`config.mk`:
```
export PLATFORM = sky130hd
export DESIGN_NAME = pipt_front
export DESIGN_NICKNAME = d
export VERILOG_FILES = /design/src/hw/rtl/pipt_pkg.sv /design/src/hw/rtl/pipt_front.sv
export SDC_FILE = /design/constraint.sdc
export NUM_CORES = 1
export LEC_CHECK = 0
export ABC_AREA = 0
export ABC_CLOCK_PERIOD_IN_PS = 7800
export BUFFER_PORTS_ARGS = -buffer_cell sky130_fd_sc_hd__clkbuf_2
export CORE_MARGIN = 1.5
export CORE_UTILIZATION = 44
export CTS_CLUSTER_DIAMETER = 30
export DETAILED_ROUTE_END_ITERATION = 12
export GPL_ROUTABILITY_DRIVEN = 0
export PLACE_DENSITY = 0.69
export SETUP_SLACK_MARGIN = 0.15
export SLEW_MARGIN = 25
export SYNTH_ARGS = -nofsm -noshare
export SYNTH_HDL_FRONTEND = slang
export SYNTH_SLANG_ARGS = --single-unit
```
`constraint.sdc`:
```
create_clock -name clk_i -period 7.8 [get_ports clk_i]
set_input_delay 1.17 -clock clk_i [delete_from_list [all_inputs] [get_ports clk_i]]
set_output_delay 1.17 -clock clk_i [all_outputs]
set_load 0.05 [all_outputs]
```
`src/hw/rtl/pipt_pkg.sv`:
```
`default_nettype none

package pipt_pkg;

  localparam int unsigned MaxVerticesDefault = 1024;
  localparam int unsigned MinPoly = 3;
  localparam logic signed [31:0] RayEndLon = 32'sd1810000000;
  localparam int unsigned HeldW = 11;

  typedef enum logic [1:0] {
    REQ_APPEND = 2'd0,
    REQ_QUERY  = 2'd1,
    REQ_CLEAR  = 2'd2,
    REQ_NOP    = 2'd3
  } req_e;

  typedef enum logic [1:0] {
    ORI_COL = 2'd0,
    ORI_CW  = 2'd1,
    ORI_ACW = 2'd2
  } orient_e;

  // The five orientation tests made for every edge.
  typedef enum logic [2:0] {
    TEST_EDGE_PT  = 3'd0,
    TEST_EDGE_END = 3'd1,
    TEST_RAY_A    = 3'd2,
    TEST_RAY_B    = 3'd3,
    TEST_COLLIN   = 3'd4
  } test_e;

  typedef enum logic [2:0] {
    BK_IDLE, BK_FIRST, BK_LOAD, BK_ISSUE, BK_WAIT, BK_EVAL
  } bk_state_e;

  typedef struct packed {
    logic signed [31:0] lon;
    logic signed [30:0] lat;
  } point_t;

  typedef struct packed {
    req_e   kind;
    point_t pt;
  } item_t;

  function automatic logic in_box(point_t a, point_t b, point_t p);
    logic signed [31:0] lo_lon, hi_lon;
    logic signed [30:0] lo_lat, hi_lat;
    lo_lon = (a.lon < b.lon) ? a.lon : b.lon;
    hi_lon = (a.lon < b.lon) ? b.lon : a.lon;
    lo_lat = (a.lat < b.lat) ? a.lat : b.lat;
    hi_lat = (a.lat < b.lat) ? b.lat : a.lat;
    return (p.lon <= hi_lon) && (p.lon >= lo_lon) && (p.lat <= hi_lat) && (p.lat >= lo_lat);
  endfunction

  function automatic logic crosses(orient_e d1, orient_e d2, orient_e d3, orient_e d4,
                                   point_t ea, point_t eb, point_t p, point_t r);
    logic res;
    res = 1'b0;
    if ((d1 != d2) && (d3 != d4)) res = 1'b1;
    if ((d1 == ORI_COL) && in_box(ea, eb, p)) res = 1'b1;
    if ((d2 == ORI_COL) && in_box(ea, eb, r)) res = 1'b1;
    if ((d3 == ORI_COL) && in_box(p, r, ea)) res = 1'b1;
    if ((d4 == ORI_COL) && in_box(p, r, eb)) res = 1'b1;
    return res;
  endfunction

endpackage

`default_nettype wire

```
`src/hw/rtl/pipt_front.sv`:
```
`default_nettype none

module pipt_front
  import pipt_pkg::*;
(
  input  wire logic        clk_i,
  input  wire logic        rst_ni,
  input  wire logic        s_valid_i,
  output logic             s_ready_o,
  input  wire logic [1:0]  req_type_i,
  input  wire point_t      pt_i,
  output logic             q_valid_o,
  output item_t            q_item_o,
  input  wire logic        q_pop_i
);

  item_t       fifo_q [2];
  logic        wr_ptr_q, rd_ptr_q;
  logic [1:0]  fill_q;
  logic        push;
  item_t       item_in;

  always_comb begin
    item_in.pt = pt_i;
    case (req_type_i)
      REQ_APPEND: item_in.kind = REQ_APPEND;
      REQ_QUERY:  item_in.kind = REQ_QUERY;
      REQ_CLEAR:  item_in.kind = REQ_CLEAR;
      default:    item_in.kind = REQ_NOP;
    endcase
  end

  assign s_ready_o = (fill_q != 2'd2);
  assign push      = s_valid_i && s_ready_o;
  assign q_valid_o = (fill_q != 2'd0);
  assign q_item_o  = fifo_q[rd_ptr_q];

  always_ff @(posedge clk_i) begin
    if (push) begin
      fifo_q[wr_ptr_q] <= item_in;
    end
  end

  always_ff @(posedge clk_i or negedge rst_ni) begin
    if (!rst_ni) begin
      wr_ptr_q <= 1'b0;
      rd_ptr_q <= 1'b0;
      fill_q   <= 2'd0;
    end else begin
      if (push) wr_ptr_q <= ~wr_ptr_q;
      if (q_pop_i) rd_ptr_q <= ~rd_ptr_q;
      fill_q <= fill_q + 2'(push) - 2'(q_pop_i);
    end
  end

endmodule

`default_nettype wire

```
Word-level counts from Yosys, hierarchy flattened
Memory sizes are Yosys's and may differ from the RTL's.
Index checks and enable logic that the tools add are counted.
Storage, ports and cells
  input port bits: 69
  output and inout bits: 67
  RAM bits: 130
  memories kept: 1
  register bits: 4
Memories
  fifo_q: depth 2, width 65, read ports 1, clocked after Yosys merged registers in 0, wr ports 1, RTL line pipt_front.sv:17  | item_t fifo_q [2];
Operators by class
  muxes and demuxes: 3
  bitwise operators: 2
  equality and inequality tests: 3
  $add $sub $neg: 2
  reduce and logical (&&, ||, !) cells: 3
Operator list (count)
  one-hot mux 2 bit (3 select lines): 1
  adder 2 x 1 -> 2 bit: 1
  equality test 2 x 1 -> 1 bit, second input constant: 1
  equality test 2 bit, second input constant: 1
  zero test 2 bit: 1
  2-to-1 mux 1 bit: 2
  inequality test 2 bit, second input constant: 1
  inverter 1 bit: 2
  nonzero test 2 bit: 1
  subtractor 2 x 1 -> 2 bit: 1
  logical AND 1 bit: 1

Logic depth before layout (Yosys ltp)
  word-level depth: 4
  depth in mapped cells: 5
  depth with buffers taken out: 5

Worst setup path after synthesis
No wires, ideal clock.
  path kind: in2reg
  from: in s_valid_i
  to: mem fifo_q[0][0] (netlist bit) (enable)
  stages: 2
  path buffers: 0
  setup time: 0.489 ns
  data arrival time: 4.019 ns
  slack: 3.293 ns
  cells stage by stage: nand2_1 nor2_1
Between the ends
  cells in the longest elaborated chain, start to end: 3
Ends and longest elaborated chain
  start, declared: RTL line pipt_front.sv:8  | input wire logic s_valid_i,
  logical AND 1 bit: RTL line pipt_front.sv:34  | assign push = s_valid_i && s_ready_o;
  2-to-1 mux 1 bit: RTL line pipt_front.sv:39  | if (push) begin
  2-to-1 mux 1 bit (not written as such): RTL line pipt_front.sv:40  | fifo_q[wr_ptr_q] <= item_in;
  end, declared: RTL line pipt_front.sv:17
No other way between the ends.

==> run summary <==
From bottom edge to top edge, the die measures 110.2 microns. The global-route congestion overflow total was 0. For this run, the leading register cell type out of synthesis is sky130_fd_sc_hd__edfxtp_1. The fraction of final layout cells sized beyond drive strength 1 was 0.6142.

Standard cell area after detailed placement: 0.005884 sq mm. By area the synthesized netlist is led by sky130_fd_sc_hd__edfxtp_1 77%, sky130_fd_sc_hd__mux2_4 12%, sky130_fd_sc_hd__mux2_2 5.6%. Setup violations remaining at the end of the flow were counted as 0.

Number of gates resized after CTS: 0. The final core utilization came out at 0.5869. The clock period could shrink to 3.269 ns. The run gives 17 as the number of CTS-inserted buffers. Type of destination of the critical path: an output pin. In this run, synthesis produced a sequential element count of 134. The async set-or-reset flop fraction in the synthesized netlist was 0.02985; the worst hold margin was 0.5559 ns.

The first global-routing pass estimated 12.43 mm of wire. The cell area after technology mapping is 0.005056 sq mm. The region available for standard cell placement spans 0.01103 sq mm. The overall routing resource usage is 0.1422, and the share of the synthesized area in the top cell type is 0.7721.

Data on the critical path is required at its endpoint by 6.63 ns. The post-synthesis share of cell area spent on full adders, half adders and majority gates was 0.002475; the post-synthesis simple-gate area fraction was 0.006682. The clock tree buffer depth is 2, and the vias per cell is 4.866. The logs give 0 for the number of maximum-capacitance constraint violations and 0 for the number of synthesis warnings. The number of setup buffers added after CTS is 0. The die covers 0.01214 sq mm. The run gives 0.7919 as the part of the Yosys area used for sequential elements. Before antenna repair, the detailed router went through 4 iterations.

The floorplan step set the die width to 110.2 microns. The endpoint identified for the worst register-to-register timing path is fifo_q[0][7]. The repair_antennas step left the layout with diodes totalling 0.

The routed wire length is 8.275 mm, and the fraction of synthesized cell area in xor and xnor cells is 0.006929. The post-synthesis compound-gate area fraction is 0.002970. The flow ran to the end, and the final reports show no timing, DRC or antenna violations. The run gives 134 as the clock net sink count.

By area, the combinational part of the netlist is dominated by multiplexers. The share of the clock period used by the worst path is 0.4191, and the post-synthesis cell type count is 18. In this run, synthesis inferred 130 flip-flops with an integrated enable. The detail route stage leaves a number of antenna-violating nets equal to 0.

Data arrives at the worst endpoint at 2.10 ns. The tools report the DRC violation count after routing as 0. The number of placement rows is 38, and the reg-to-reg setup timing slack is 5.45 ns. In this run the power density over the cells is 467.0 mW/mm^2. The count of nets after finishing was 438.

The number of antenna violations at the first check in global routing is 0, and the quantity of hold-fixing buffers added after cts is 0. Final hold violation count: 0. After the first detailed-routing iteration, the DRC count stood at 90. For the worst flop-to-flop path, the logic depth is 4. The number of global-route vias before repair is 2,620, and the average cell area after synthesis is 22.88 sq um.

For the worst-skew pair, the clock arrives at the later sink with an insertion delay of 0.41 ns. TritonCTS built the clock tree. Setup repair after global routing left no endpoint under its margin. For the via count of the routed design, the log shows 2,535. Total power after layout: 3.023 mW. The HPWL after detailed placement is 5.249 mm. CTS built an H-tree with a depth of 4. After routing the design area is 0.006474 sq mm.

The initial standard-cell utilization of the core was 0.4584; the maximum fanout along the worst path was 39. Synthesis produced a netlist whose cell count is 221. The maximum ir drop on the vdd rail was 318.3 uV; the pin count of the biggest net entering global routing was 66.

When the netlist entered floorplanning its net count stood at 291. The area growth from synthesis to layout is 28.04%. The multiplexer area fraction after synthesis came out at 0.1745. Kind of critical path: flip-flop to output pin.

Maximum operating frequency: 305.9 MHz. Setup total negative slack on the finished layout was measured at 0 ns. 136 I/O pins were placed. For the pin with the worst max-slew slack, the measured transition is 0.9032 ns.

Across the routed clock network, the largest skew measured is 0.007887 ns. The number of pins exceeding their max-slew limit in the final report came out at 0. The worst hold-check path type was input port to async pin. Clock tree root buffer cell: sky130_fd_sc_hd__clkbuf_16. The clock edge transition at the registers on the reported setup and hold paths was 0.06 ns; the worst relative slew slack was 0.3978. The count of port buffers added during placement was 135. The worst setup path is launched from a flip-flop.

In this run the static leakage power is 2.581 nW. The critical register-to-register path startpoint was fill_q[0]. After detailed routing, the average wire length per cell comes to 15.88 microns. sky130_fd_sc_hd__edfxtp_1 takes more of the synthesized area than any other cell.
[routing by layer]
metal / GRT usage / routed length, microns
met2: 0.2267 / 4047
met3: 0.05644 / 655
met1: 0.1665 / 3420
met4: 0.07418 / 152
met5: 0 / 0
[final cells by class]
class,count,area (sq um)
fill,851,4557
multi-input combinational,78,991.0
sequential,134,4008
clock buffer,18,429.2
tap,140,175.2
clock inverter,14,160.2
timing repair buffer,137,710.7
[worst max path at each step]
stage / depth (start not counted) / startpoint / slack, ns / endpoint
after floorplan: 2 / s_valid_i / 3.29 / fifo_q[0][0]
after global placement: 4 / s_valid_i / 4.71 / fifo_q[0][16]
after detailed placement: 4 / s_valid_i / 4.67 / fifo_q[0][13]
after CTS: 3 / rd_ptr_q / 4.45 / q_item_o[56]
after global routing: 3 / rd_ptr_q / 4.42 / q_item_o[56]
final: 3 / rd_ptr_q / 4.53 / q_item_o[56]
[flip-flops by register name, indices dropped and copies added, names as in the netlist]
signal	cells
fifo_q	130
fill_q	2
rd_ptr_q	1
wr_ptr_q	1
[through the flow]
stage / instances / setup slack [ns]
after floorplan: 221 / 3.293
after CTS: 521 / 4.450
after global routing: 521 / 4.421
after global placement: 488 / 4.706
final: 521 / 4.531
after detailed placement: 489 / 4.670
[power breakdown]
group	switching, mW	internal [mW]
registers	0.0793	0.989
clock network	0.283	0.498
logic	0.816	0.359
[Yosys cell counts (2+ instances only)]
cell type / instances
sky130_fd_sc_hd__buf_2: 2
sky130_fd_sc_hd__buf_6: 5
sky130_fd_sc_hd__clkbuf_1: 2
sky130_fd_sc_hd__dfrtp_1: 4
sky130_fd_sc_hd__edfxtp_1: 130
sky130_fd_sc_hd__mux2_2: 25
sky130_fd_sc_hd__mux2_4: 40
sky130_fd_sc_hd__xnor2_1: 3
[worst max-delay path, cell delays in order (launching register included)]
cell	delay (ns)
sky130_fd_sc_hd__dfrtp_4	0.74
sky130_fd_sc_hd__buf_16	0.31
sky130_fd_sc_hd__mux2_2	0.39
sky130_fd_sc_hd__clkbuf_2	0.24
[placed cells by master (no fill, tap or decap), types with 2 or more instances in the layout]
master / Yosys / layout
sky130_fd_sc_hd__dfrtp_1: 4 / 3
sky130_fd_sc_hd__clkinv_4: 0 / 3
sky130_fd_sc_hd__clkinv_2: 0 / 2
sky130_fd_sc_hd__mux2_4: 40 / 40
sky130_fd_sc_hd__edfxtp_1: 130 / 130
sky130_fd_sc_hd__clkinv_1: 0 / 3
sky130_fd_sc_hd__xnor2_1: 3 / 3
sky130_fd_sc_hd__clkbuf_2: 0 / 135
sky130_fd_sc_hd__clkbuf_16: 0 / 17
sky130_fd_sc_hd__clkinvlp_4: 0 / 3
sky130_fd_sc_hd__bufinv_16: 0 / 3
sky130_fd_sc_hd__mux2_2: 25 / 25
[kinds of logic (layout without fill, tap and decap cells)]
| group | after synthesis | after routing |
|---|---|---|
| compound gates | 2 | 2 |
| xor+xnor | 4 | 4 |
| fa+ha+maj | 1 | 1 |
| buf+inv | 9 | 169 |
| flops | 134 | 134 |
| mux | 65 | 65 |
| simple gates | 6 | 6 |
No activity file was read; power rests on OpenSTA's default activity.
